[config.mk]
export PLATFORM = sky130hd
export DESIGN_NAME = cfti_queue
export DESIGN_NICKNAME = d
export VERILOG_FILES = /design/src/hw/rtl/cfti_pkg.sv /design/src/hw/rtl/cfti_queue.sv
export VERILOG_INCLUDE_DIRS = /design/src /design/src/hw/rtl
export SDC_FILE = /design/constraint.sdc
export NUM_CORES = 1
export LEC_CHECK = 0
export CAP_MARGIN = 20
export CORE_AREA = 2 2 131 133
export DETAILED_ROUTE_END_ITERATION = 10
export DIE_AREA = 0 0 133 135
export DONT_BUFFER_PORTS = 1
export PLACE_DENSITY = 0.84
export SLEW_MARGIN = 20
export SYNTH_ARGS = -nofsm -noshare
export SYNTH_HDL_FRONTEND = slang
export SYNTH_SLANG_ARGS = --single-unit
[constraint.sdc]
create_clock -name clk_i -period 3.5 [get_ports clk_i]
set_clock_uncertainty 0.2 [all_clocks]
set_input_delay 0.525 -clock clk_i [delete_from_list [all_inputs] [get_ports clk_i]]
set_output_delay 0.525 -clock clk_i [all_outputs]
set_load 0.01 [all_outputs]
[src/hw/rtl/chroma_four_tap_interpolator_assert.svh]
// ----------------------------------------------------------------------------
// Chroma four-tap interpolator assertion macros
// Shared property forms for the concurrent checks in the RTL modules.
// ----------------------------------------------------------------------------
`ifndef CHROMA_FOUR_TAP_INTERPOLATOR_ASSERT_SVH
`define CHROMA_FOUR_TAP_INTERPOLATOR_ASSERT_SVH

// Same-cycle implication, checked out of reset.
`define CFTI_ASSERT_NOW(label, clk, rst_n, ante, cons, msg) \
  label: assert property (@(posedge clk) disable iff (!rst_n) (ante) |-> (cons)) \
    else $error(msg);

// Next-cycle implication, checked out of reset.
`define CFTI_ASSERT_NEXT(label, clk, rst_n, ante, cons, msg) \
  label: assert property (@(posedge clk) disable iff (!rst_n) (ante) |=> (cons)) \
    else $error(msg);

`endif

[src/hw/rtl/cfti_pkg.sv]
// ----------------------------------------------------------------------------
// Chroma four-tap interpolator package
// Field widths, register indexes, queue item type and the filter tap table.
// ----------------------------------------------------------------------------
package cfti_pkg;

  localparam int DimW       = 7;
  localparam int WideW      = DimW + 1;
  localparam int PixW       = 8;
  localparam int SampleW    = 16;
  localparam int FracW      = 3;
  localparam int CfgIdxW    = 2;
  localparam int Banks      = 3;
  localparam int BankW      = 2;
  localparam int HSumW      = 18;
  localparam int VSumW      = 24;
  localparam int QueueDepth = 4;
  localparam int QPtrW      = $clog2(QueueDepth);
  localparam int QCntW      = $clog2(QueueDepth + 1);

  typedef enum logic [CfgIdxW-1:0] {
    CFG_BLOCK_WIDTH  = 2'd0,
    CFG_BLOCK_HEIGHT = 2'd1,
    CFG_X_FRACTION   = 2'd2,
    CFG_Y_FRACTION   = 2'd3
  } cfg_reg_e;

  typedef logic signed [SampleW-1:0] hval_t;

  // Four horizontal values for one vertical tap sum, plus the end-of-block mark.
  typedef struct packed {
    hval_t v0;
    hval_t v1;
    hval_t v2;
    hval_t hv;
    logic  last;
  } vert_item_t;

  typedef struct packed {
    logic [FracW-1:0] x_frac;
    logic [FracW-1:0] y_frac;
  } frac_t;

  // Taps {c0, c1, c2, c3} of an eighth-sample phase, each 8-bit signed.
  function automatic logic [31:0] taps_of(input logic [FracW-1:0] f);
    logic [31:0] t;
    case (f)
      3'd1:    t = {-8'sd2, 8'sd58, 8'sd10, -8'sd2};
      3'd2:    t = {-8'sd4, 8'sd54, 8'sd16, -8'sd2};
      3'd3:    t = {-8'sd6, 8'sd46, 8'sd28, -8'sd4};
      3'd4:    t = {-8'sd4, 8'sd36, 8'sd36, -8'sd4};
      3'd5:    t = {-8'sd4, 8'sd28, 8'sd46, -8'sd6};
      3'd6:    t = {-8'sd2, 8'sd16, 8'sd54, -8'sd4};
      3'd7:    t = {-8'sd2, 8'sd10, 8'sd58, -8'sd2};
      default: t = {8'sd0, 8'sd64, 8'sd0, 8'sd0};
    endcase
    return t;
  endfunction

  // Zero acts as one, anything above the maximum acts as the maximum.
  function automatic logic [WideW-1:0] clamp_dim(input logic [DimW-1:0] v,
                                                 input logic [WideW-1:0] maxv);
    logic [WideW-1:0] r;
    r = {1'b0, v};
    if (v == '0) r = WideW'(1);
    else if (r > maxv) r = maxv;
    return r;
  endfunction

endpackage

[src/hw/rtl/cfti_queue.sv]
// ----------------------------------------------------------------------------
// Chroma four-tap interpolator queue
// Short first-in first-out buffer between the front end and the vertical filter.
// ----------------------------------------------------------------------------
`include "chroma_four_tap_interpolator_assert.svh"

module cfti_queue (
  input  logic                 clk_i,
  input  logic                 rst_ni,
  input  logic                 push_valid_i,
  output logic                 push_ready_o,
  input  cfti_pkg::vert_item_t push_item_i,
  output logic                 pop_valid_o,
  input  logic                 pop_ready_i,
  output cfti_pkg::vert_item_t pop_item_o
);

  cfti_pkg::vert_item_t              entry_q [cfti_pkg::QueueDepth];
  logic [cfti_pkg::QPtrW-1:0]        wr_ptr_q, rd_ptr_q;
  logic [cfti_pkg::QCntW-1:0]        count_q;
  logic                              push, pop;

  assign push_ready_o = count_q != cfti_pkg::QCntW'(cfti_pkg::QueueDepth);
  assign pop_valid_o  = count_q != '0;
  assign push         = push_valid_i && push_ready_o;
  assign pop          = pop_valid_o && pop_ready_i;
  assign pop_item_o   = entry_q[rd_ptr_q];

  always_ff @(posedge clk_i or negedge rst_ni) begin
    if (!rst_ni) begin
      wr_ptr_q <= '0;
      rd_ptr_q <= '0;
      count_q  <= '0;
    end else begin
      if (push) wr_ptr_q <= wr_ptr_q + cfti_pkg::QPtrW'(1);
      if (pop)  rd_ptr_q <= rd_ptr_q + cfti_pkg::QPtrW'(1);
      if (push && !pop) count_q <= count_q + cfti_pkg::QCntW'(1);
      else if (pop && !push) count_q <= count_q - cfti_pkg::QCntW'(1);
    end
  end

  always_ff @(posedge clk_i) begin
    if (push) entry_q[wr_ptr_q] <= push_item_i;
  end

  `CFTI_ASSERT_NEXT(a_queue_fill, clk_i, rst_ni, push && !pop,
                    count_q == $past(count_q) + cfti_pkg::QCntW'(1),
                    "queue fill count did not advance on push")

endmodule

==> impl_metrics.py, run 1 <==
metrics = {
    "outcome": {
        "status": "finished, final reports clean",
    },
    "sta": {
        "setup_violations": 0,
        "tightest_slew_ps": 975.8,
        "fin_setup_tns_ps": 0,
        "fin_crit_ps": 2927,
        "rsz0062_at_grt": "no",
        "hold_violations": 0,
        "fin_crit_sh": 0.8363,
        "fmax_mhz": 341.6,
        "slew_violations": 0,
        "relSlewSlack": 0.3495,
    },
    "clocking": {
        "clk_pin_slew_ps": 70,
        "cts_setup_buffers": 0,
        "cts_buffer_depth": 3,
        "htree_levels": 1,
        "clock_sinks": 267,
        "cts_buffers": 26,
        "clock_latency_ps": 510,
        "cts_tree": "yes",
        "root_buffer": "clkbuf_16",
    },
    "route": {
        "wl_per_cell_um": 24.21,
        "via_per_inst": 5.839,
        "num_vias": 4093,
        "first_pass_iters": 4,
        "drc": 0,
        "totalWireLength_mm": 16.97,
        "ant_nets": 0,
        "dr.first_iter.drc_count": 191,
    },
    "min_path": {
        "hold_path.class": "in2async",
    },
    "power": {
        "cellLeakagePower_nw": 3.759,
        "ir_worst_vdd_v": 0.0007435,
        "p_per_area_nw_per_um2": 839.4,
        "power_mw": 9.774,
    },
    "finish": {
        "layout_common_cells": "edfxtp_1, dlygate4sd3_1, mux4_2",
        "antenna_cells": 0,
        "stdcell_count": 701,
        "drive_gt1_frac": 0.2432,
        "finalNetCount": 536,
        "syn_to_final_growth_pct": 18.52,
        "final_common_cell": "edfxtp_1",
    },
    "logic_synthesis": {
        "netlist_area_um2": 9824,
        "syn_nets": 450,
        "async_reset_ff_frac": 0.02622,
        "synth_top_area_share": 0.7947,
        "ys_ff_latch": 267,
        "yosys_warnings": 0,
        "netlist-cell-type-count": 20,
        "synth_flop_cell": "edfxtp_1",
        "synth.area.top_cells": "edfxtp_1, mux4_2, dfrtp_1",
        "synth_top_cell_by_area": "edfxtp_1",
        "synth-edff-count": 260,
        "avgSynthCellArea_um2": 26.20,
        "synth_cells": 375,
        "synth-seq-area-share": 0.8125,
    },
    "global_routing": {
        "grt-ovfl-total": 0,
        "met1_usage": 0.2714,
        "grt_use_total": 0.1950,
        "grt_pass1_wl_mm": 26.53,
        "grt_antenna_before_repair": 0,
        "first_global_vias": 4441,
        "grt_max_degree": 67,
        "grt.busiest_layer": "met2",
        "grtUsageMet2": 0.3235,
        "grtUsageMet3": 0.04542,
    },
    "die": {
        "coreArea_um2": 16410,
        "io_pins": 136,
        "dieArea_um2": 17960,
        "die_h_um": 135,
        "dieWidth_um": 133,
        "initial_core_util": 0.5988,
        "rows": 47,
    },
    "placement": {
        "gp_congestion": 0.7120,
        "placed_cells": 586,
        "port_buffers": 0,
        "dp_hpwl_mm": 9.880,
    },
    "critical_path": {
        "path_max_fanout": 20,
        "required_ps": 2770,
        "crit_start": "rd_ptr_q[0]$_DFFE_PN0P_",
        "worstSetupStartpointType": "register",
        "critPathKind": "reg2out",
        "r2r-start": "count_q[1]$_DFFE_PN0P_",
        "endpoint_kind": "output pin",
        "crit_arrival_ps": 2200,
    },
    "job": {
        "drv_cap": 0,
    },
}
## worst max-delay path: stages, from the launching register on
cell and delay [ps]:
dfrtp_4 680, buf_4 390, mux4_2 610
## stage by stage
step	instance area [um^2]	setup slack [ps]	hold WS, ps	util
3_3_place_gp	10050	1086	29.81	0.6128
6_report	11640	572.8	151.1	0.7097
3_5_place_dp	10050	1044	29.86	0.6128
4_1_cts	11640	502.4	153.9	0.7097
2_1_floorplan	9824	511.5	29.41	-
5_1_grt	11640	419.9	167.1	0.7097
## per-layer routing
| metal | routed length, um | part of all wire | vias up |
|---|---|---|---|
| li1 | - | - | 1776 |
| met1 | 6909 | 0.41 | 2152 |
| met2 | 8729 | 0.51 | 144 |
| met3 | 1093 | 0.064 | 21 |
| met4 | 241 | 0.014 | 0 |
| met5 | 0 | 0 | - |
## final timing paths
kind | to | slack [ps] | cells past startpoint
setup / recovery | pop_item_o[13] | 570 | 2
hold / removal | count_q[2]$_DFFE_PN0P_ | 150 | 1
setup reg to reg | count_q[2]$_DFFE_PN0P_ | 1090 | 8
hold reg to reg | count_q[2]$_DFFE_PN0P_ | 340 | 1
max in group asynchronous | rd_ptr_q[1]$_DFFE_PN0P_ | 2660 | 1
min in group clk_i | wr_ptr_q[0]$_DFFE_PN0P_ | 190 | 2
## cell usage after synthesis, drive strengths merged (2+ instances only)
library cell	count
and2	4
edfxtp	260
inv	3
clkbuf	2
mux4	65
nand2	2
dfrtp	7
mux2	2
xnor2	4
nor2	2
xor2	2
ha	5
buf	13
## registers in the layout, indices dropped and copies added, names as in the netlist
signal and count:
wr_ptr_q 2, entry_q 260, count_q 3, rd_ptr_q 2
## what timing repair did
item                                   in CTS  in global routing
hold buffers                               67                  0
setup endpoints to repair                   0                  0
resized for setup                           0                  0
endpoints found under the hold margin     269                  0
## power breakdown
group          internal (mW)  leakage [nW]  switching [mW]
clock network           1.85         0.445            1.08
registers               4.24          2.46           0.393
logic                   1.03         0.853            1.19
total                   7.11          3.76            2.66
## layout make-up
| type | count | area [um^2] |
|---|---|---|
| clock buffer | 32 | 694.4 |
| inverter | 3 | 11.26 |
| sequential | 267 | 7990 |
| tap | 220 | 275.3 |
| timing repair buffer | 73 | 753.2 |
| fill | 910 | 4763 |
| multi-input combinational | 90 | 1694 |
| clock inverter | 16 | 225.2 |
## cell families after synthesis
logic type                 Yosys count  share of synthesized area
and+or+nand+nor                     10                   0.005222
AOI/OAI and AO/OA                    1                   0.001146
adders and majority gates            6                   0.008406
muxes                               67                     0.1513
buffers and inverters               18                    0.01605
DFF                                267                     0.8125
xor gates and xnor gates             6                   0.005349
Power figures use the tool's default switching activity.
==> run 2: changes to the inputs <==
Settings changed: CORE_AREA 2 2 131 133 to 2 2 136 138, DIE_AREA 0 0 133 135 to 0 0 138 140, PLACE_DENSITY 0.84 to 0.82.
Clock period 3.5 ns to 2.6 ns, I/O delays scaled along.
==> run 2 against run 1 <==
  * Worst hold slack lost 89 ps
  * Global-route usage shrank 1.7 points
  * Critical endpoint is now pop_item_o[35]
  * Combinational power grew 55%
  * Final area grew 1.4%
  * Critical path depth is the same
==> impl_metrics.py, run 2 (same netlist as run 1, synthesis figures left out) <==
metrics = {
    "outcome": {
        "status": "finished, final reports clean",
    },
    "job": {
        "drv_cap": 0,
    },
    "power": {
        "power.internal_mw": 9.570,
        "ir_worst_vdd_v": 0.0007678,
        "comb_power_share": 0.260,
        "power_frac_seq": 0.450,
        "clockPowerShare": 0.291,
        "power_mw": 13.26,
        "cellLeakagePower_nw": 3.844,
        "net-switching-power_mw": 3.694,
        "swShare": 0.2785,
        "p_per_area_nw_per_um2": 1123,
    },
    "placement": {
        "dp_hpwl_mm": 10.15,
        "gp_congestion": 0.7692,
        "port_buffers": 0,
        "post_dp_cell_area_um2": 10210,
    },
    "critical_path": {
        "cp_slowest_stage_delay_ps": 610,
        "crit_arrival_ps": 1900,
        "endpoint_kind": "output pin",
        "r2r_slack_ps": 190,
        "path_cells": "buf_12 > mux4_2",
        "path_max_fanout": 38,
        "r2r_end": "count_q[2]$_DFFE_PN0P_",
        "worstSetupStartpointType": "register",
        "r2r_cells": 8,
        "r2r-start": "count_q[0]$_DFFE_PN0P_",
        "critPathKind": "reg2out",
        "slowest_stage": "mux4_2",
        "required_ps": 2010,
    },
    "die": {
        "dieWidth_um": 138,
        "die_h_um": 140,
        "coreArea_um2": 17780,
        "dieArea_um2": 19320,
        "rows": 49,
        "initial_core_util": 0.5526,
        "io_pins": 136,
    },
    "finish": {
        "drive_gt1_frac": 0.2707,
        "syn_to_final_growth_pct": 20.22,
        "reg_top3": "entry_q x260, count_q x3",
        "layout_common_cells": "edfxtp_1, dlygate4sd3_1, mux4_2",
        "regMostFlops": "entry_q",
        "finalNetCount": 550,
        "final_common_cell": "edfxtp_1",
        "largest_reg_flops": 260,
        "stdcell_area_um2": 11810,
        "antenna_cells": 0,
    },
    "min_path": {
        "hold_start": "push_valid_i",
        "hold_path.class": "in2reg",
        "holdPathEnd": "wr_ptr_q[0]$_DFFE_PN0P_",
        "min_path_cells": 2,
    },
    "route": {
        "via_per_inst": 5.761,
        "num_vias": 4171,
        "totalWireLength_mm": 16.90,
        "drc": 0,
        "ant_nets": 0,
        "dr.first_iter.drc_count": 274,
        "first_pass_iters": 4,
        "wl_per_cell_um": 23.35,
    },
    "clocking": {
        "clk_pin_slew_ps": 60,
        "postCtsResizedCells": 0,
        "cts_tree": "yes",
        "htree_levels": 1,
        "clock_sinks": 267,
        "cts_buffers": 27,
        "clock_latency_ps": 510,
        "root_buffer": "clkbuf_16",
        "cts_buffer_depth": 3,
    },
    "global_routing": {
        "grt_use_total": 0.1779,
        "grt_max_degree": 39,
        "grt_antenna_before_repair": 0,
        "first_global_vias": 4592,
        "grt-ovfl-total": 0,
        "grt_pass1_wl_mm": 26.52,
    },
    "sta": {
        "fin_crit_ps": 2492,
        "fin_crit_sh": 0.9585,
        "slew_violations": 0,
        "rsz0062_at_grt": "no",
        "tightest_slew_ps": 384.3,
        "relSlewSlack": 0.7423,
        "fin_setup_tns_ps": 0,
        "fmax_mhz": 401.3,
        "setup_violations": 0,
        "hold_violations": 0,
    },
}
[run 2: power by group through the flow]
stage / Combinational [mW] / Clock [mW] / Sequential [mW]
floorplan: 2.70 / 0 / 5.93
global placement: 3.30 / 0 / 6.04
detailed placement: 3.35 / 0 / 6.11
CTS: 3.55 / 3.92 / 5.98
global route: 3.69 / 4.10 / 6.04
finish: 3.44 / 3.85 / 5.97
[run 2: critical path: cells and delay by family, from the launching register on]
kind / cells / cell delay, ps
mux: 1 / 610
flops: 1 / 440
buf+inv: 1 / 290
[run 2: metrics by stage]
stage / hold slack, ps / util / std cells / worst slack [ps]
after floorplan: -105.6 / - / 375 / 367.1
after global placement: -105.4 / 0.5742 / 606 / 283.9
after detailed placement: -105.4 / 0.5742 / 606 / 228.3
after CTS: 36.88 / 0.6643 / 724 / 69.33
after global routing: 65.64 / 0.6643 / 724 / 12.69
final: 62.32 / 0.6643 / 724 / 107.8
[run 2: cell type report]
type	instances	area (um^2)
Timing Repair Buffer	86	919.6
Inverter	3	11.26
Multi-Input combinational cell	90	1694
Clock buffer	39	770.7
Tap cell	229	286.5
Fill cell	1123	5968
Sequential cell	267	7990
Clock inverter	10	138.9
[run 2: how the worst max path moves through the flow]
stage / start / endpoint / slack [ps]
floorplan: count_q[1]$_DFFE_PN0P_ / count_q[2]$_DFFE_PN0P_ / 370
global placement: count_q[1]$_DFFE_PN0P_ / count_q[2]$_DFFE_PN0P_ / 280
detailed placement: count_q[0]$_DFFE_PN0P_ / count_q[2]$_DFFE_PN0P_ / 230
CTS: rd_ptr_q[0]$_DFFE_PN0P_ / pop_item_o[51] / 70
global route: count_q[1]$_DFFE_PN0P_ / count_q[2]$_DFFE_PN0P_ / 10
finish: rd_ptr_q[0]$_DFFE_PN0P_ / pop_item_o[35] / 110
[run 2: per-layer routing]
layer  vias up  share of wire  GRT usage
met5         -              0          0
met4         0          0.013    0.04511
met3        18          0.059    0.04239
met2       121           0.52     0.3098
met1      2225           0.40     0.2298
li1       1807              -          -
[run 2: what timing repair did]
| item | 4_1_cts | 5_1_grt |
|---|---|---|
| hold buffers | 68 | 0 |
| buffers inserted | 1 | 0 |
| setup endpoints to repair | 6 | 0 |
| hold endpoints to repair | 269 | 0 |
