$ cat src/hw/rtl/chroma_four_tap_interpolator_assert.svh
// ----------------------------------------------------------------------------
// Chroma four-tap interpolator assertion macros
// Shared property forms for the concurrent checks in the RTL modules.
// ----------------------------------------------------------------------------
`ifndef CHROMA_FOUR_TAP_INTERPOLATOR_ASSERT_SVH
`define CHROMA_FOUR_TAP_INTERPOLATOR_ASSERT_SVH

// Same-cycle implication, checked out of reset.
`define CFTI_ASSERT_NOW(label, clk, rst_n, ante, cons, msg) \
  label: assert property (@(posedge clk) disable iff (!rst_n) (ante) |-> (cons)) \
    else $error(msg);

// Next-cycle implication, checked out of reset.
`define CFTI_ASSERT_NEXT(label, clk, rst_n, ante, cons, msg) \
  label: assert property (@(posedge clk) disable iff (!rst_n) (ante) |=> (cons)) \
    else $error(msg);

`endif

$ cat src/hw/rtl/cfti_pkg.sv
// ----------------------------------------------------------------------------
// Chroma four-tap interpolator package
// Field widths, register indexes, queue item type and the filter tap table.
// ----------------------------------------------------------------------------
package cfti_pkg;

  localparam int DimW       = 7;
  localparam int WideW      = DimW + 1;
  localparam int PixW       = 8;
  localparam int SampleW    = 16;
  localparam int FracW      = 3;
  localparam int CfgIdxW    = 2;
  localparam int Banks      = 3;
  localparam int BankW      = 2;
  localparam int HSumW      = 18;
  localparam int VSumW      = 24;
  localparam int QueueDepth = 4;
  localparam int QPtrW      = $clog2(QueueDepth);
  localparam int QCntW      = $clog2(QueueDepth + 1);

  typedef enum logic [CfgIdxW-1:0] {
    CFG_BLOCK_WIDTH  = 2'd0,
    CFG_BLOCK_HEIGHT = 2'd1,
    CFG_X_FRACTION   = 2'd2,
    CFG_Y_FRACTION   = 2'd3
  } cfg_reg_e;

  typedef logic signed [SampleW-1:0] hval_t;

  // Four horizontal values for one vertical tap sum, plus the end-of-block mark.
  typedef struct packed {
    hval_t v0;
    hval_t v1;
    hval_t v2;
    hval_t hv;
    logic  last;
  } vert_item_t;

  typedef struct packed {
    logic [FracW-1:0] x_frac;
    logic [FracW-1:0] y_frac;
  } frac_t;

  // Taps {c0, c1, c2, c3} of an eighth-sample phase, each 8-bit signed.
  function automatic logic [31:0] taps_of(input logic [FracW-1:0] f);
    logic [31:0] t;
    case (f)
      3'd1:    t = {-8'sd2, 8'sd58, 8'sd10, -8'sd2};
      3'd2:    t = {-8'sd4, 8'sd54, 8'sd16, -8'sd2};
      3'd3:    t = {-8'sd6, 8'sd46, 8'sd28, -8'sd4};
      3'd4:    t = {-8'sd4, 8'sd36, 8'sd36, -8'sd4};
      3'd5:    t = {-8'sd4, 8'sd28, 8'sd46, -8'sd6};
      3'd6:    t = {-8'sd2, 8'sd16, 8'sd54, -8'sd4};
      3'd7:    t = {-8'sd2, 8'sd10, 8'sd58, -8'sd2};
      default: t = {8'sd0, 8'sd64, 8'sd0, 8'sd0};
    endcase
    return t;
  endfunction

  // Zero acts as one, anything above the maximum acts as the maximum.
  function automatic logic [WideW-1:0] clamp_dim(input logic [DimW-1:0] v,
                                                 input logic [WideW-1:0] maxv);
    logic [WideW-1:0] r;
    r = {1'b0, v};
    if (v == '0) r = WideW'(1);
    else if (r > maxv) r = maxv;
    return r;
  endfunction

endpackage

$ cat src/hw/rtl/cfti_back.sv
// ----------------------------------------------------------------------------
// Chroma four-tap interpolator back end
// Vertical tap sum, scaling and the output register.
// ----------------------------------------------------------------------------
`include "chroma_four_tap_interpolator_assert.svh"

module cfti_back (
  input  logic                          clk_i,
  input  logic                          rst_ni,
  input  cfti_pkg::frac_t               frac_i,
  input  logic                          item_valid_i,
  output logic                          item_ready_o,
  input  cfti_pkg::vert_item_t          item_i,
  output logic                          out_valid_o,
  input  logic                          out_ready_i,
  output logic [cfti_pkg::SampleW-1:0]  sample_o,
  output logic                          last_o
);

  logic [31:0]                          taps;
  logic signed [cfti_pkg::VSumW-1:0]    vk [4];
  logic signed [cfti_pkg::VSumW-1:0]    vv [4];
  logic signed [cfti_pkg::VSumW-1:0]    vsum, a_sum_q, a_shift;
  cfti_pkg::hval_t                      a_v1_q;
  logic                                 a_valid_q, a_last_q, a_ready;
  logic                                 out_valid_q, out_last_q, o_ready;
  logic [cfti_pkg::SampleW-1:0]         sample_d, sample_q;

  assign taps = cfti_pkg::taps_of(frac_i.y_frac);
  always_comb begin
    vk[0] = cfti_pkg::VSumW'(signed'(taps[31:24]));
    vk[1] = cfti_pkg::VSumW'(signed'(taps[23:16]));
    vk[2] = cfti_pkg::VSumW'(signed'(taps[15:8]));
    vk[3] = cfti_pkg::VSumW'(signed'(taps[7:0]));
    vv[0] = cfti_pkg::VSumW'(signed'(item_i.v0));
    vv[1] = cfti_pkg::VSumW'(signed'(item_i.v1));
    vv[2] = cfti_pkg::VSumW'(signed'(item_i.v2));
    vv[3] = cfti_pkg::VSumW'(signed'(item_i.hv));
    vsum  = vk[0] * vv[0] + vk[1] * vv[1] + vk[2] * vv[2] + vk[3] * vv[3];
  end

  assign o_ready      = !out_valid_q || out_ready_i;
  assign a_ready      = !a_valid_q || o_ready;
  assign item_ready_o = a_ready;

  always_ff @(posedge clk_i or negedge rst_ni) begin
    if (!rst_ni) begin
      a_valid_q   <= 1'b0;
      out_valid_q <= 1'b0;
    end else begin
      if (a_ready) a_valid_q <= item_valid_i;
      if (o_ready) out_valid_q <= a_valid_q;
    end
  end

  always_ff @(posedge clk_i) begin
    if (a_ready && item_valid_i) begin
      a_sum_q  <= vsum;
      a_v1_q   <= item_i.v1;
      a_last_q <= item_i.last;
    end
    if (o_ready && a_valid_q) begin
      sample_q   <= sample_d;
      out_last_q <= a_last_q;
    end
  end

  // Floor shift by six when both passes scaled up; centre row on integer y.
  assign a_shift = a_sum_q >>> 6;
  always_comb begin
    if (frac_i.y_frac == '0) begin
      if (frac_i.x_frac == '0) sample_d = {a_v1_q[cfti_pkg::SampleW-7:0], 6'b0};
      else                     sample_d = a_v1_q;
    end else if (frac_i.x_frac != '0) begin
      sample_d = a_shift[cfti_pkg::SampleW-1:0];
    end else begin
      sample_d = a_sum_q[cfti_pkg::SampleW-1:0];
    end
  end

  assign out_valid_o = out_valid_q;
  assign sample_o    = sample_q;
  assign last_o      = out_last_q;

  `CFTI_ASSERT_NEXT(a_back_hold, clk_i, rst_ni, a_valid_q && !o_ready,
                    a_valid_q && $stable(a_sum_q) && $stable(a_last_q),
                    "vertical sum stage lost its item while stalled")

endmodule
$ cat config.mk
export PLATFORM = sky130hd
export DESIGN_NAME = cfti_back
export DESIGN_NICKNAME = d
export VERILOG_FILES = /design/src/hw/rtl/cfti_pkg.sv /design/src/hw/rtl/cfti_back.sv
export VERILOG_INCLUDE_DIRS = /design/src /design/src/hw/rtl
export SDC_FILE = /design/constraint.sdc
export NUM_CORES = 1
export LEC_CHECK = 0
export BUFFER_PORTS_ARGS = -buffer_cell sky130_fd_sc_hd__buf_2
export CORE_MARGIN = 2
export CORE_UTILIZATION = 60
export CTS_BUF_LIST = sky130_fd_sc_hd__clkbuf_4 sky130_fd_sc_hd__clkbuf_8
export CTS_CLUSTER_SIZE = 28
export DETAILED_ROUTE_END_ITERATION = 12
export PLACE_DENSITY_LB_ADDON = 0.25
export SLEW_MARGIN = 20
export SYNTH_ARGS = -nofsm -noshare
export SYNTH_HDL_FRONTEND = slang
export SYNTH_SLANG_ARGS = --single-unit
export TNS_END_PERCENT = 1
$ cat constraint.sdc
create_clock -name clk_i -period 2.1 [get_ports clk_i]
set_input_delay 0.315 -clock clk_i [delete_from_list [all_inputs] [get_ports clk_i]]
set_output_delay 0.315 -clock clk_i [all_outputs]
set_load 0.02 [all_outputs]
==> results of run 1 <==
==> registers in the layout (all words and copies together), names as in the netlist <==
signal and count:
sample_o 16, out_valid_o 1, a_last_q 1, a_v1_q 16, last_o 1, a_valid_q 1
a_sum_q 21
==> stage by stage <==
| stage | setup TNS (ns) | instances | utilization |
|---|---|---|---|
| floorplan | -86.92 | 1549 | - |
| global placement | -96.74 | 2156 | 0.704 |
| detailed placement | -99.29 | 2156 | 0.704 |
| CTS | -86.23 | 2180 | 0.728 |
| global route | -90.21 | 2181 | 0.732 |
| finish | -86.21 | 2181 | 0.732 |
==> cells in the mapped netlist, drive strengths merged (14+ instances only) <==
| master | count | share of area |
|---|---|---|
| inv | 456 | 0.11 |
| a21oi | 20 | 0.0064 |
| and2 | 143 | 0.057 |
| ha | 157 | 0.13 |
| mux2i | 14 | 0.0090 |
| clkbuf | 26 | 0.0062 |
| nand2b | 17 | 0.0068 |
| xnor2 | 41 | 0.023 |
| edfxtp | 55 | 0.11 |
| nor2 | 56 | 0.013 |
| nor2b | 35 | 0.014 |
| nand2 | 95 | 0.023 |
| fa | 362 | 0.46 |
==> layer usage <==
metal / track usage / share of wire / up-vias
li1: - / - / 5086
met1: 0.383 / 0.38 / 5714
met2: 0.569 / 0.53 / 318
met3: 0.0387 / 0.050 / 98
met4: 0.114 / 0.041 / 0
met5: 0 / 0 / -
==> critical path: stages <==
cell	delay (ns)
sky130_fd_sc_hd__buf_4	0.15
sky130_fd_sc_hd__inv_1	0.09
sky130_fd_sc_hd__ha_2	0.24
sky130_fd_sc_hd__inv_1	0.12
sky130_fd_sc_hd__a31oi_4	0.32
sky130_fd_sc_hd__buf_6	0.20
sky130_fd_sc_hd__nand2_1	0.09
sky130_fd_sc_hd__fa_1	0.49
sky130_fd_sc_hd__fa_1	0.54
sky130_fd_sc_hd__inv_1	0.05
sky130_fd_sc_hd__fa_1	0.50
sky130_fd_sc_hd__inv_1	0.05
sky130_fd_sc_hd__fa_1	0.57
sky130_fd_sc_hd__inv_1	0.07
sky130_fd_sc_hd__fa_1	0.51
sky130_fd_sc_hd__fa_1	0.52
sky130_fd_sc_hd__fa_1	0.50
sky130_fd_sc_hd__inv_1	0.05
sky130_fd_sc_hd__fa_1	0.51
sky130_fd_sc_hd__inv_1	0.09
sky130_fd_sc_hd__ha_4	0.28
sky130_fd_sc_hd__buf_4	0.15
sky130_fd_sc_hd__nand3_1	0.08
sky130_fd_sc_hd__o31a_1	0.32
sky130_fd_sc_hd__o21ai_1	0.16
sky130_fd_sc_hd__a21oi_1	0.09
sky130_fd_sc_hd__xnor2_1	0.12
==> timing repair <==
action	4_1_cts	5_1_grt
endpoints found under the hold margin	2	0
resized for setup	80	18
pin swaps	55	18
buffers inserted	5	1
hold buffers	1	0
cloned	2	0
endpoints found under the setup margin	21	21
==> cell families (layout without fill, tap and decap cells) <==
| kind of cell | count (synthesis) | after routing |
|---|---|---|
| adder cells (fa/ha/maj) | 519 | 519 |
| buffers and inverters | 488 | 785 |
| AND/OR/NAND/NOR | 362 | 362 |
| AO/OA/AOI/OAI | 58 | 58 |
| flip-flops | 57 | 57 |
| XOR/XNOR | 45 | 45 |
| multiplexers | 20 | 20 |
==> worst max path at each step <==
stage,slack (ns),endpoint,from
global route,-5.25,a_sum_q[20],frac_i[1]
detailed placement,-5.67,a_sum_q[21],frac_i[0]
finish,-5.02,a_sum_q[21],frac_i[1]
CTS,-5.00,a_sum_q[20],frac_i[0]
global placement,-5.54,a_sum_q[21],frac_i[0]
floorplan,-5.06,a_sum_q[19],frac_i[0]
==> cells in the final DEF, fill, tap and decap left out, drive strengths merged, types with 35 or more instances in the layout <==
cell type and n:
ha 157, fa 362, buf 312, xnor2 41
edfxtp 55, nor2b 35, and2 143, nand2 95
inv 455, nor2 56
==> final cells by class <==
class,count,area [µm²]
clock inverters,3,40.0
multi-input cells,1004,12600
fillers,1839,6920
clock buffers,13,166
well taps,335,419
inverters,456,1720
flip-flops and latches,57,1700
repair buffers,313,2260
==> impl_metrics.ini, run 1 <==
[synth]
synthXorXnorAreaFrac = 0.0257
synth_warnings = 0
mappedNetlistArea_um2 = 15600
synth-seq-area-share = 0.109
synth_simple_gate_area_frac = 0.120
yosys.cell_types.count = 43
synth_compound_gate_area_share = 0.0254
synth-adder-area-share = 0.589
ys_ff_latch = 57
yosys-mux-area-fraction = 0.0133
postSynthNetCount = 2143
synthesis.instances = 1549
synth_flop_cell = sky130_fd_sc_hd__edfxtp_1
synthesis.area_per_instance_um2 = 10.1
combinational_family_with_the_most_area_after_synthesis = adder cells
synth-async-reset-ratio = 0.0351
synth_enable_flop_cells = 55

[hold_path]
holdCritPathClass = input port to register
min-delay-start = item_i[0]
min_to = a_last_q
hold_path_depth = 1

[floorplanning]
placeableCoreArea_um2 = 25800
initial_utilization = 0.606
core.rowCount = 59
die_width_um = 165
die_h_um = 165
floorplan.die_area_um2 = 27400
ports = 94

[grt]
wire_length_of_the_first_global_routing_pass_um = 64400
globalRoute.totalOverflow = 0
maximum_number_of_pins_on_one_net_before_global_route_repair = 39
number_of_antenna_violations_at_the_first_check_in_global_routing = 0
number_of_global_route_vias_before_repair = 12800
grt_usage = 0.313

[job]
max-cap-violations = 0

[timing]
maxSlewViolCount = 0
period_needed_ns = 7.12
finalCritPeriodShare = 3.39
final_setup_violations = 21
finalClockSkew_ns = 0.0101
final_critical_path_setup_slack_ns = -5.02
tightest_slew_ns = 0.581
fmaxAchievable_mhz = 140
fin_hold_ws_ns = 0.158
rsz0062_at_grt = true
hold_viol_final = 0
relSlewSlack = 0.611

[detailed_routing]
route.detailed.drc = 0
routed_via_density = 5.14
initialDrtViolationCount = 630
routed-via-count = 11200
drt_wl_total_um = 39100
drt_first_pass_iters = 5
routed_wire_length_per_instance_um = 17.9
final_antenna_net_count = 0

[clocking]
maximum_clock_path_buffer_count = 2
clkTransAtPathRegs_ns = 0.07
clk-insertion-delay-late_ns = 0.33
cts_bufs_inserted = 9
clkSinkCount = 57
tritoncts = built
cell_chosen_for_the_clock_root = sky130_fd_sc_hd__clkbuf_8
level_count_of_the_clock_h_tree = 3

[placed_design]
weighted_congestion_at_the_end_of_routability_driven_global_placement = 0.927
hpwl_um = 34600
placed_cell_area_um2 = 18200
dp_worst_setup_slack_ns = -5.67
io_buffer_count = 93

[status]
failed_checks = negative setup slack
outcome = finished, violations left

[setup_path]
crit_path_end_kind = register
required_time_reported_for_the_critical_path_endpoint_ns = 2.19
r2r_end = a_sum_q[12]
ff2ff_setup_slack_ns = 0.65
cp.arrival_ns = 7.20
regToRegStartpoint = out_valid_o
reg2reg_depth = 3
critPathMaxFanout = 10
worstSetupPathType = input port to register
setup.worst_path.start_class = input port

[final_layout]
area.growth.synth_to_final_pct = 20.9
final_design_area_no_fill_um2 = 18900
fin_nets = 2435
antennaDiodeCount = 0
layout-drive-gt1-share = 0.241
Power of run 1 is not shown: default switching activity piles up to over one toggle a cycle in this logic, so the estimate is an artifact.
==> run 2: changes to the inputs <==
Settings changed: SKIP_CTS_REPAIR_TIMING set to 1.
==> run 2 against run 1 <==
Against the previous run: the run still ends with negative setup slack left; via count shrank 0.61%; critical path depth is the same; flip-flop and latch count is the same; sequential share of layout area is essentially flat; die area is the same; utilization is essentially flat; clock skew shrank 0.0019 ns; largest cell class unchanged.
==> impl_metrics.ini, run 2 (synthesized netlist as in run 1, its figures left out) <==
[clocking]
clkSinkCount = 57
tritoncts = built
maximum_clock_path_buffer_count = 2
clkTransAtPathRegs_ns = 0.06
level_count_of_the_clock_h_tree = 3
cell_chosen_for_the_clock_root = sky130_fd_sc_hd__clkbuf_8
cts_bufs_inserted = 9
clk-insertion-delay-late_ns = 0.33

[timing]
timing.setup.tns_ns = -88.99
hold_viol_final = 0
rsz0062_at_grt = true
finalClockSkew_ns = 0.00820
maxSlewViolCount = 0
finalCritPeriodShare = 3.47
fmaxAchievable_mhz = 137
fin_hold_ws_ns = 0.157
final_setup_violations = 21
final_critical_path_setup_slack_ns = -5.19
period_needed_ns = 7.29
tightest_slew_ns = 0.584
relSlewSlack = 0.608

[floorplanning]
die_h_um = 165
die_width_um = 165
placeableCoreArea_um2 = 25800
core.rowCount = 59
initial_utilization = 0.606
ports = 94
floorplan.die_area_um2 = 27400

[setup_path]
regToRegStartpoint = out_valid_o
worstSetupPathType = input port to register
crit_path_end_kind = register
ff2ff_setup_slack_ns = 0.64
r2r_end = a_sum_q[10]
setup.worst_path.start_class = input port
reg2reg_depth = 3
required_time_reported_for_the_critical_path_endpoint_ns = 2.18
cp.arrival_ns = 7.37
critPathMaxFanout = 6

[detailed_routing]
drt_first_pass_iters = 5
initialDrtViolationCount = 584
final_antenna_net_count = 0
route.detailed.drc = 0
routed_wire_length_per_instance_um = 17.9
routed_via_density = 5.11
routed-via-count = 11100
drt_wl_total_um = 39100

[final_layout]
layout-drive-gt1-share = 0.238
fin_nets = 2437
area.growth.synth_to_final_pct = 21.0
max_flop_register = a_sum_q
antennaDiodeCount = 0
mostFrequentLayoutCells = 443 x sky130_fd_sc_hd__inv_1, 350 x sky130_fd_sc_hd__fa_1, 207 x sky130_fd_sc_hd__buf_4
layout.core_utilization = 0.733
largest_register_ffs = 21
layout_commonest_cell = sky130_fd_sc_hd__inv_1

[hold_path]
min_to = a_last_q
holdCritPathClass = input port to register
hold_path_depth = 1
min-delay-start = item_i[0]

[grt]
wire_length_of_the_first_global_routing_pass_um = 62800
globalRoute.totalOverflow = 0
maximum_number_of_pins_on_one_net_before_global_route_repair = 39
number_of_global_route_vias_before_repair = 12500
number_of_antenna_violations_at_the_first_check_in_global_routing = 0
grt_usage = 0.305

[placed_design]
weighted_congestion_at_the_end_of_routability_driven_global_placement = 0.927
dp_worst_setup_slack_ns = -5.67
io_buffer_count = 93
hpwl_um = 34600

[status]
outcome = finished, violations left
failed_checks = negative setup slack

[job]
max-cap-violations = 0
run 2: final cells by class:
cell class,instances,area [µm²]
clock inverters,3,40.0
well taps,335,419
inverters,456,1730
clock buffers,13,166
multi-input cells,1004,12600
flip-flops and latches,57,1700
repair buffers,315,2260
fillers,1820,6910
run 2: worst max-delay path by stage:
stage                    from           to  slack [ns]  depth (start not counted)
detailed placement  frac_i[0]  a_sum_q[21]       -5.67                         28
floorplan           frac_i[0]  a_sum_q[19]       -5.06                         27
finish              frac_i[0]  a_sum_q[20]       -5.19                         27
global route        frac_i[0]  a_sum_q[20]       -5.40                         28
CTS                 frac_i[0]  a_sum_q[20]       -5.35                         26
global placement    frac_i[0]  a_sum_q[21]       -5.54                         28
run 2: metrics by stage:
stage	instance area [µm²]	instances
5_1_grt	18900	2183
4_1_cts	18400	2172
3_3_place_gp	18200	2156
6_report	18900	2183
2_1_floorplan	15900	1549
3_5_place_dp	18200	2156
run 2: worst max-delay path: stages:
cell                         delay, ns
sky130_fd_sc_hd__buf_6            0.10
sky130_fd_sc_hd__clkinvlp_4       0.13
sky130_fd_sc_hd__ha_4             0.20
sky130_fd_sc_hd__a2111oi_4        0.43
sky130_fd_sc_hd__bufinv_8         0.29
sky130_fd_sc_hd__clkbuf_16        0.17
sky130_fd_sc_hd__and2_4           0.19
sky130_fd_sc_hd__fa_1             0.54
sky130_fd_sc_hd__fa_1             0.42
sky130_fd_sc_hd__ha_1             0.28
sky130_fd_sc_hd__inv_1            0.05
sky130_fd_sc_hd__fa_1             0.52
sky130_fd_sc_hd__inv_1            0.05
sky130_fd_sc_hd__fa_1             0.49
sky130_fd_sc_hd__inv_1            0.05
sky130_fd_sc_hd__fa_1             0.53
sky130_fd_sc_hd__inv_1            0.06
sky130_fd_sc_hd__fa_1             0.55
sky130_fd_sc_hd__fa_2             0.50
sky130_fd_sc_hd__ha_4             0.30
sky130_fd_sc_hd__nor2b_1          0.12
sky130_fd_sc_hd__o21a_1           0.16
sky130_fd_sc_hd__o21ai_2          0.08
sky130_fd_sc_hd__a211o_1          0.32
sky130_fd_sc_hd__a31oi_4          0.22
sky130_fd_sc_hd__a31oi_4          0.12
sky130_fd_sc_hd__xnor2_2          0.15
run 2: routing by layer:
metal	global-route usage	share of wire	routed length, µm	up-vias
met1	0.373	0.38	14700	5643
li1	-	-	-	5081
met4	0.101	0.045	1740	0
met3	0.0387	0.053	2070	107
met2	0.561	0.53	20600	317
met5	0	0	0	-
Power of run 2 is left out for the same reason.
